--- src/rtl/core/lsm_pkg.sv ---
package lsm_pkg;

    // Widths and limits of the symbol metric datapath.
    localparam int MAX_BITS   = 6;
    localparam int LLR_W      = 16;
    localparam int BPS_W      = 3;
    localparam int SYM_W      = 6;
    localparam int METRIC_W   = 19;
    localparam int TERM_W     = LLR_W + 1;
    localparam int SUM_W      = METRIC_W + 1;
    localparam int SLOT_W     = $clog2(MAX_BITS);
    localparam int QUEUE_DEPTH = 2;

    localparam logic [BPS_W-1:0] BPS_RESET = BPS_W'(2);

    // One complete symbol position: its bit count and the two metrics of every bit.
    typedef struct packed {
        logic [BPS_W-1:0]                  nbits;
        logic [MAX_BITS-1:0][TERM_W-1:0]   p0;
        logic [MAX_BITS-1:0][TERM_W-1:0]   p1;
    } sym_rec_t;

    // Clamp the programmed bit count into 1 .. MAX_BITS.
    function automatic logic [BPS_W-1:0] eff_bits(input logic [BPS_W-1:0] bps);
        logic [BPS_W-1:0] result;
        result = bps;
        if (bps == '0)
        begin
            result = BPS_W'(1);
        end
        else if (bps > BPS_W'(MAX_BITS))
        begin
            result = BPS_W'(MAX_BITS);
        end
        return result;
    endfunction

endpackage

--- src/rtl/core/lsm_front.sv ---
module lsm_front (
    input  logic                              clk,
    input  logic                              rst_n,
    input  logic                              cfg_write_en,
    input  logic [lsm_pkg::BPS_W-1:0]         cfg_write_data,
    input  logic                              in_valid,
    output logic                              in_stall,
    input  logic signed [lsm_pkg::LLR_W-1:0]  llr,
    input  logic                              q_full,
    output logic                              q_push,
    output lsm_pkg::sym_rec_t                 q_data
);

    logic [lsm_pkg::BPS_W-1:0]  bps_reg;
    logic [lsm_pkg::BPS_W-1:0]  count_reg;
    logic [lsm_pkg::BPS_W-1:0]  count_next;
    logic [lsm_pkg::TERM_W-1:0] p0_reg [lsm_pkg::MAX_BITS];
    logic [lsm_pkg::TERM_W-1:0] p1_reg [lsm_pkg::MAX_BITS];

    logic [lsm_pkg::BPS_W-1:0]  nbits;
    logic [lsm_pkg::BPS_W-1:0]  slot_full;
    logic [lsm_pkg::SLOT_W-1:0] slot;
    logic                       done;
    logic                       accept;
    logic [lsm_pkg::TERM_W-1:0] llr_ext;
    logic [lsm_pkg::TERM_W-1:0] new_p0;
    logic [lsm_pkg::TERM_W-1:0] new_p1;

    // Slot for the incoming LLR and whether it closes the symbol.
    assign nbits     = lsm_pkg::eff_bits(bps_reg);
    assign slot_full = (count_reg >= nbits) ? '0 : count_reg;
    assign slot      = slot_full[lsm_pkg::SLOT_W-1:0];
    assign done      = (slot_full + lsm_pkg::BPS_W'(1)) == nbits;

    // Only a closing LLR needs room in the queue.
    assign in_stall = q_full && done;
    assign accept   = in_valid && !in_stall;
    assign q_push   = accept && done;

    // Max-log bit metrics: log P1 = -max(llr,0), log P0 = min(llr,0).
    assign llr_ext = {llr[lsm_pkg::LLR_W-1], llr};
    assign new_p1  = (llr > 0) ? (~llr_ext + lsm_pkg::TERM_W'(1)) : '0;
    assign new_p0  = llr[lsm_pkg::LLR_W-1] ? llr_ext : '0;

    // Record for the queue, with the closing LLR merged in.
    always_comb
    begin
        q_data.nbits = nbits;
        for (int i = 0; i < lsm_pkg::MAX_BITS; i++)
        begin
            if (lsm_pkg::SLOT_W'(i) == slot)
            begin
                q_data.p0[i] = new_p0;
                q_data.p1[i] = new_p1;
            end
            else
            begin
                q_data.p0[i] = p0_reg[i];
                q_data.p1[i] = p1_reg[i];
            end
        end
    end

    // Bit counter: a configuration write drops any partial symbol.
    always_comb
    begin
        count_next = count_reg;
        if (cfg_write_en)
        begin
            count_next = '0;
        end
        else if (accept)
        begin
            count_next = done ? '0 : slot_full + lsm_pkg::BPS_W'(1);
        end
    end

    always_ff @(posedge clk or negedge rst_n)
    begin
        if (!rst_n)
        begin
            bps_reg   <= lsm_pkg::BPS_RESET;
            count_reg <= '0;
        end
        else
        begin
            count_reg <= count_next;
            if (cfg_write_en)
            begin
                bps_reg <= cfg_write_data;
            end
        end
    end

    // Held bit metrics of the current symbol.
    always_ff @(posedge clk)
    begin
        if (accept)
        begin
            p0_reg[slot] <= new_p0;
            p1_reg[slot] <= new_p1;
        end
    end

endmodule

--- src/rtl/core/lsm_queue.sv ---
module lsm_queue (
    input  logic              clk,
    input  logic              rst_n,
    input  logic              push,
    input  lsm_pkg::sym_rec_t push_data,
    output logic              full,
    input  logic              pop,
    output logic              not_empty,
    output lsm_pkg::sym_rec_t head
);

    localparam int PTR_W = (lsm_pkg::QUEUE_DEPTH > 1) ? $clog2(lsm_pkg::QUEUE_DEPTH) : 1;
    localparam int CNT_W = $clog2(lsm_pkg::QUEUE_DEPTH + 1);

    lsm_pkg::sym_rec_t entry_reg [lsm_pkg::QUEUE_DEPTH];
    logic [PTR_W-1:0]  wr_ptr_reg;
    logic [PTR_W-1:0]  rd_ptr_reg;
    logic [CNT_W-1:0]  count_reg;
    logic [PTR_W-1:0]  wr_ptr_next;
    logic [PTR_W-1:0]  rd_ptr_next;
    logic [CNT_W-1:0]  count_next;

    assign full      = count_reg == CNT_W'(lsm_pkg::QUEUE_DEPTH);
    assign not_empty = count_reg != '0;
    assign head      = entry_reg[rd_ptr_reg];

    // Pointer and fill count update with wraparound.
    always_comb
    begin
        wr_ptr_next = wr_ptr_reg;
        rd_ptr_next = rd_ptr_reg;
        count_next  = count_reg;
        if (push)
        begin
            wr_ptr_next = (wr_ptr_reg == PTR_W'(lsm_pkg::QUEUE_DEPTH - 1)) ? '0
                        : wr_ptr_reg + PTR_W'(1);
        end
        if (pop)
        begin
            rd_ptr_next = (rd_ptr_reg == PTR_W'(lsm_pkg::QUEUE_DEPTH - 1)) ? '0
                        : rd_ptr_reg + PTR_W'(1);
        end
        if (push && !pop)
        begin
            count_next = count_reg + CNT_W'(1);
        end
        else if (pop && !push)
        begin
            count_next = count_reg - CNT_W'(1);
        end
    end

    always_ff @(posedge clk or negedge rst_n)
    begin
        if (!rst_n)
        begin
            wr_ptr_reg <= '0;
            rd_ptr_reg <= '0;
            count_reg  <= '0;
        end
        else
        begin
            wr_ptr_reg <= wr_ptr_next;
            rd_ptr_reg <= rd_ptr_next;
            count_reg  <= count_next;
        end
    end

    // Entry storage.
    always_ff @(posedge clk)
    begin
        if (push)
        begin
            entry_reg[wr_ptr_reg] <= push_data;
        end
    end

endmodule

--- src/rtl/core/lsm_back.sv ---
module lsm_back (
    input  logic                                 clk,
    input  logic                                 rst_n,
    input  logic                                 q_not_empty,
    input  lsm_pkg::sym_rec_t                    q_head,
    output logic                                 q_pop,
    output logic                                 out_valid,
    input  logic                                 out_stall,
    output logic [lsm_pkg::SYM_W-1:0]            symbol,
    output logic signed [lsm_pkg::METRIC_W-1:0]  metric,
    output logic                                 last
);

    lsm_pkg::sym_rec_t                  cur_reg;
    logic                               active_reg;
    logic                               active_next;
    logic [lsm_pkg::SYM_W-1:0]          k_reg;
    logic [lsm_pkg::SYM_W-1:0]          k_next;
    logic                               out_valid_reg;
    logic                               out_valid_next;
    logic [lsm_pkg::SYM_W-1:0]          symbol_reg;
    logic [lsm_pkg::METRIC_W-1:0]       metric_reg;
    logic                               last_reg;

    logic [lsm_pkg::SYM_W-1:0]          k_max;
    logic                               is_last;
    logic                               issue;
    logic [lsm_pkg::SUM_W-1:0]          sum;
    logic [lsm_pkg::METRIC_W-1:0]       metric_sat;
    logic [lsm_pkg::BPS_W-1:0]          pos [lsm_pkg::MAX_BITS];
    logic [lsm_pkg::TERM_W-1:0]         term [lsm_pkg::MAX_BITS];

    // Highest symbol index of the current position.
    assign k_max   = lsm_pkg::SYM_W'((lsm_pkg::SYM_W+1)'(1) << cur_reg.nbits)
                   - lsm_pkg::SYM_W'(1);
    assign is_last = k_reg == k_max;

    // One metric leaves per cycle while the output register is free.
    assign issue  = active_reg && (!out_valid_reg || !out_stall);
    assign q_pop  = q_not_empty && (!active_reg || (issue && is_last));

    // Metric of symbol k: first bit maps to the index MSB.
    always_comb
    begin
        sum = '0;
        for (int i = 0; i < lsm_pkg::MAX_BITS; i++)
        begin
            pos[i]  = cur_reg.nbits - lsm_pkg::BPS_W'(1) - lsm_pkg::BPS_W'(i);
            term[i] = '0;
            if (lsm_pkg::BPS_W'(i) < cur_reg.nbits)
            begin
                term[i] = k_reg[pos[i][lsm_pkg::SLOT_W-1:0]] ? cur_reg.p1[i]
                        : cur_reg.p0[i];
            end
            sum = sum + {{(lsm_pkg::SUM_W - lsm_pkg::TERM_W){term[i][lsm_pkg::TERM_W-1]}},
                         term[i]};
        end
    end

    // Clamp to the most negative metric on underflow.
    always_comb
    begin
        if (sum[lsm_pkg::SUM_W-1] != sum[lsm_pkg::METRIC_W-1])
        begin
            metric_sat = {1'b1, {(lsm_pkg::METRIC_W-1){1'b0}}};
        end
        else
        begin
            metric_sat = sum[lsm_pkg::METRIC_W-1:0];
        end
    end

    // Symbol sequencing and output register control.
    always_comb
    begin
        active_next    = active_reg;
        k_next         = k_reg;
        out_valid_next = out_valid_reg;
        if (out_valid_reg && !out_stall)
        begin
            out_valid_next = 1'b0;
        end
        if (issue)
        begin
            out_valid_next = 1'b1;
            k_next         = k_reg + lsm_pkg::SYM_W'(1);
            if (is_last)
            begin
                active_next = 1'b0;
            end
        end
        if (q_pop)
        begin
            active_next = 1'b1;
            k_next      = '0;
        end
    end

    always_ff @(posedge clk or negedge rst_n)
    begin
        if (!rst_n)
        begin
            active_reg    <= 1'b0;
            k_reg         <= '0;
            out_valid_reg <= 1'b0;
        end
        else
        begin
            active_reg    <= active_next;
            k_reg         <= k_next;
            out_valid_reg <= out_valid_next;
        end
    end

    // Payload registers.
    always_ff @(posedge clk)
    begin
        if (q_pop)
        begin
            cur_reg <= q_head;
        end
        if (issue)
        begin
            symbol_reg <= k_reg;
            metric_reg <= metric_sat;
            last_reg   <= is_last;
        end
    end

    assign out_valid = out_valid_reg;
    assign symbol    = symbol_reg;
    assign metric    = metric_reg;
    assign last      = last_reg;

`ifndef ASSERT_OFF
    // A symbol position is only loaded from a queue that holds one.
    assert property (@(posedge clk) disable iff (!rst_n) q_pop |-> q_not_empty)
        else $error("lsm_back: pop from empty queue");

    // The index counter never runs past the alphabet of the current position.
    assert property (@(posedge clk) disable iff (!rst_n) active_reg |-> k_reg <= k_max)
        else $error("lsm_back: symbol index beyond alphabet");

    // Within a position, indices leave back to back in increasing order.
    assert property (@(posedge clk) disable iff (!rst_n)
        (out_valid_reg && !out_stall && !last_reg)
        |=> (out_valid_reg && symbol_reg == $past(symbol_reg) + lsm_pkg::SYM_W'(1)))
        else $error("lsm_back: gap or skip in symbol sequence");
`endif

endmodule

--- src/rtl/core/llr_to_symbol_maxlog_metric_core.sv ---
// Max-log symbol metrics from a stream of bit LLRs.
// Each symbol passes the queue, the current-position register and the output register
// after its last LLR transfer. One LLR per cycle in while in_stall is low; one metric
// per cycle out while out_stall allows, 2^bits_per_symbol per symbol, pacing the input.
// Reset clears the bit counter, the queue and the output; bits_per_symbol resets to 2.
module llr_to_symbol_maxlog_metric_core (
    input  logic                                 clk,
    input  logic                                 rst_n,
    input  logic                                 cfg_write_en,
    input  logic [lsm_pkg::BPS_W-1:0]            cfg_write_data,
    input  logic                                 in_valid,
    output logic                                 in_stall,
    input  logic signed [lsm_pkg::LLR_W-1:0]     llr,
    output logic                                 out_valid,
    input  logic                                 out_stall,
    output logic [lsm_pkg::SYM_W-1:0]            symbol,
    output logic signed [lsm_pkg::METRIC_W-1:0]  metric,
    output logic                                 last
);

    logic              q_full;
    logic              q_push;
    logic              q_pop;
    logic              q_not_empty;
    lsm_pkg::sym_rec_t q_push_data;
    lsm_pkg::sym_rec_t q_head;

    // Collects LLRs into complete symbol positions.
    lsm_front u_front (
        .clk            (clk),
        .rst_n          (rst_n),
        .cfg_write_en   (cfg_write_en),
        .cfg_write_data (cfg_write_data),
        .in_valid       (in_valid),
        .in_stall       (in_stall),
        .llr            (llr),
        .q_full         (q_full),
        .q_push         (q_push),
        .q_data         (q_push_data)
    );

    // Short queue between collection and expansion.
    lsm_queue u_queue (
        .clk       (clk),
        .rst_n     (rst_n),
        .push      (q_push),
        .push_data (q_push_data),
        .full      (q_full),
        .pop       (q_pop),
        .not_empty (q_not_empty),
        .head      (q_head)
    );

    // Expands each position into one metric per symbol index.
    lsm_back u_back (
        .clk         (clk),
        .rst_n       (rst_n),
        .q_not_empty (q_not_empty),
        .q_head      (q_head),
        .q_pop       (q_pop),
        .out_valid   (out_valid),
        .out_stall   (out_stall),
        .symbol      (symbol),
        .metric      (metric),
        .last        (last)
    );

endmodule
--- config.mk ---
export PLATFORM = sky130hd
export DESIGN_NAME = llr_to_symbol_maxlog_metric_core
export DESIGN_NICKNAME = d
export VERILOG_FILES = /design/src/rtl/core/lsm_pkg.sv /design/src/rtl/core/lsm_front.sv /design/src/rtl/core/lsm_queue.sv /design/src/rtl/core/lsm_back.sv /design/src/rtl/core/llr_to_symbol_maxlog_metric_core.sv
export SDC_FILE = /design/constraint.sdc
export NUM_CORES = 1
export LEC_CHECK = 0
export BUFFER_PORTS_ARGS = -buffer_cell sky130_fd_sc_hd__buf_2
export CAP_MARGIN = 20
export CELL_PAD_IN_SITES_DETAIL_PLACEMENT = 0
export CELL_PAD_IN_SITES_GLOBAL_PLACEMENT = 1
export CORE_ASPECT_RATIO = 0.9
export CORE_MARGIN = 2
export CORE_UTILIZATION = 47
export CTS_CLUSTER_SIZE = 28
export DETAILED_ROUTE_END_ITERATION = 7
export PLACE_DENSITY_LB_ADDON = 0.08
export SLEW_MARGIN = 10
export SYNTH_ARGS = -nofsm -noshare
export SYNTH_HDL_FRONTEND = slang
export SYNTH_SLANG_ARGS = --single-unit
export TNS_END_PERCENT = 1
--- constraint.sdc ---
create_clock -name clk -period 21.3 [get_ports clk]
set_input_delay 6.39 -clock clk [delete_from_list [all_inputs] [get_ports clk]]
set_output_delay 6.39 -clock clk [all_outputs]
set_load 0.005 [all_outputs]
==> results.yml <==
cts:
  tritoncts: "built"
  clkTransAtPathRegs_ns: 0.06
  cts_inserted_buffers: 86
  htree_num_levels: 3
  tritoncts_num_sinks: 845
  cts_resized: 0
  insertion_delay_ns: 0.64
  hold_buffers: 0
  clockRootBuffer: "clkbuf_16"
  cts.repair_timing.setup_buffer_count: 0
  clock_tree.buffer_depth: 3
power_and_ir_drop:
  cellPowerDensity_mw_per_mm2: 150
  peakVddDrop_mv: 0.292
  leakagePower_nw: 14.6
final_layout:
  layout-area-overhead-vs-synth_pct: 11.9
  fin_nets: 2565
  final_cell_mix: "edfxtp_1, nand2_1, mux2_2"
  layout_cell_share_with_drive_strength_beyond_1: 0.198
  fillers: 6379
  largest_register_ff_count: 402
  most_common_cell_after_layout_fill_and_taps_aside: "edfxtp_1"
floorplan:
  die_w_um: 295
  initial_core_util: 0.472
  die_area_mm2: 0.0785
  io_pins: 52
  die_y_um: 266
  placeableCoreArea_mm2: 0.0759
  std_cell_rows: 96
route:
  firstDrtPassIters: 5
  first_iter_violations: 1497
  wire_length_per_cell_after_detailed_routing_um: 25.2
  drc: 0
  num_vias: 19100
  finalWirelength_um: 88800
  detail_route.vias_per_cell: 5.44
  ant_nets: 0
setup_path:
  cpMaxStageDelayCell: "o211ai_1"
  worst_ep_required_time_ns: 14.91
  worst-r2r-cell-count: 34
  worst-endpoint-arrival_ns: 4.19
  critPathLaunchType: "flip-flop"
  endpoint_of_the_most_critical_register_to_register_path: "u_back.metric[5]"
  worst-r2r-setup-slack_ns: 11.37
  crit_path_max_incr_delay_ns: 0.58
  regToRegStartpoint: "u_back.cur_reg[204]"
  cp_max_fo: 6
  crit_path_end_kind: "output pin"
  path_cells: "inv_1 > maj3_1 > ha_1 > nand2b_1 > a21oi_1 > o211ai_1 > inv_1 > ha_1 > ha_4 > xor2_1 > nand3_1 > nor2_1 > buf_2"
  worst-setup-path-type: "flip-flop to output pin"
placement:
  place.port_buffers: 51
  gpl.final_weighted_congestion: 0.844
  place.detailed.hpwl_um: 53200
sta:
  timing.hold.ws_ns: 0.509
  timing.final.hold_violations: 0
  timing.final.crit_share: 0.497
  tightestPinTransition_ns: 1.09
  fmax_mhz: 94.5
  clock_tree_skew_after_final_layout_ns: 0.0202
  min_period_ns: 10.58
  slew_headroom: 0.276
  fin_max_slew_vios: 0
  grt_setup_unrepaired: "false"
  finalSetupViolCount: 0
  finalSetupTns_ns: 0
synth:
  synth.mux.area_fraction: 0.0995
  synth.yosys.seq_area_share: 0.705
  postSynthCellCount: 2352
  edff_count_synth: 827
  synth_top_flop_cell: "edfxtp_1"
  post_synth_xor_area_fraction: 0.0151
  syn-mean-instance-area_um2: 15.2
  yosys_warnings: 0
  synthesis.nets: 2490
  synth-async-reset-ratio: 0.0213
  yosys.area_share.simple: 0.0568
  syn_area_mm2: 0.0359
  synth_top_family_by_area: "multiplexers"
  synthAdderAreaFrac: 0.0518
  yosys_register_bits: 845
  count_of_different_cell_masters_after_synthesis: 61
  synth-compound-area-share: 0.0471
global_route:
  grt_first_pass_wirelength_um: 131000
  grt.overflow.total: 0
  grt_start_max_net_pins: 161
  grt.total_usage: 0.230
  grt_pass1_vias: 19900
  grt_antenna_before_repair: 0
hold_path:
  count_of_cells_along_the_worst_hold_path: 1
  hold_path_end: "u_back.out_valid"
  worst_hold_path_class: "flip-flop to flip-flop"
  hold_path_startpoint: "u_back.active_reg"
flow_run:
  max_cap_viol_count: 0
outcome:
  status: "finished clean"
-- kinds of logic after synthesis --
family          Yosys count
flops                   845
buf+inv                 229
simple gates            484
compound gates          302
fa+ha+maj               115
xor+xnor                 57
mux                     320
-- power breakdown --
group	total [mW]	internal (mW)	switching, mW
sequential	2.17	2.12	0.0582
combinational	2.38	0.933	1.45
clock	1.46	0.835	0.627
total	6.02	3.88	2.13
-- through the flow --
stage | instances | setup slack (ns) | total power, mW | utilization | area, µm²
2_1_floorplan | 2352 | 0.325 | 3.95 | - | 35900
3_3_place_gp | 3368 | 11.50 | 4.59 | 0.493 | 37400
3_5_place_dp | 3368 | 11.41 | 4.63 | 0.493 | 37400
4_1_cts | 3519 | 10.71 | 6.10 | 0.529 | 40100
5_1_grt | 3519 | 10.49 | 6.42 | 0.529 | 40100
6_report | 3520 | 10.72 | 6.02 | 0.529 | 40100
-- final cells by class --
class / count / area (µm²) / share of cell area
Antenna cell: 1 / 2.50 / 0.0000624
Clock buffer: 103 / 2240 / 0.0557
Clock inverter: 48 / 454 / 0.0113
Inverter: 131 / 492 / 0.0123
Multi-Input combinational cell: 1278 / 9840 / 0.245
Sequential cell: 845 / 25300 / 0.630
Tap cell: 1029 / 1290 / 0.0321
Timing Repair Buffer: 85 / 536 / 0.0133
-- per-layer routing --
metal / global-route usage / share of wire
met4: 0.0604 / 0.024
met1: 0.311 / 0.44
met5: 0 / 0
met2: 0.396 / 0.50
met3: 0.0281 / 0.038
-- critical path: cells and delay by family (launching register included) --
family / cells / cell delay, ns
adders and majority gates: 4 / 1.31
and+or+nand+nor: 3 / 0.44
AOI/OAI and AO/OA: 2 / 0.66
xor gates and xnor gates: 1 / 0.14
buffers and inverters: 3 / 0.45
DFF: 1 / 0.57
-- cells in the mapped netlist (15+ instances only) --
master,instances,share of area
xnor2_1,33,0.0081
mux2i_1,58,0.016
edfxtp_1,827,0.69
ha_1,58,0.020
mux2_2,257,0.081
nor3_1,15,0.0021
inv_1,130,0.014
a21o_1,24,0.0050
dfrtp_1,17,0.012
clkbuf_1,82,0.0086
a21oi_1,57,0.0080
nor2b_1,22,0.0038
nor2_1,86,0.0090
fa_1,56,0.031
nand2_1,304,0.032
o21ai_0,179,0.025
xor2_1,20,0.0049
-- how the worst max path moves through the flow --
stage                             start                 endpoint  cells after the start
floorplan                      in_valid  u_queue.entry_reg[0][0]                      2
global placement     u_front.bps_reg[1]                 in_stall                     13
detailed placement  u_back.cur_reg[204]         u_back.metric[5]                     34
CTS                  u_front.bps_reg[1]                 in_stall                     13
global route         u_front.bps_reg[1]                 in_stall                     13
finish               u_front.bps_reg[1]                 in_stall                     13
No activity file was read; power rests on OpenSTA's default activity.
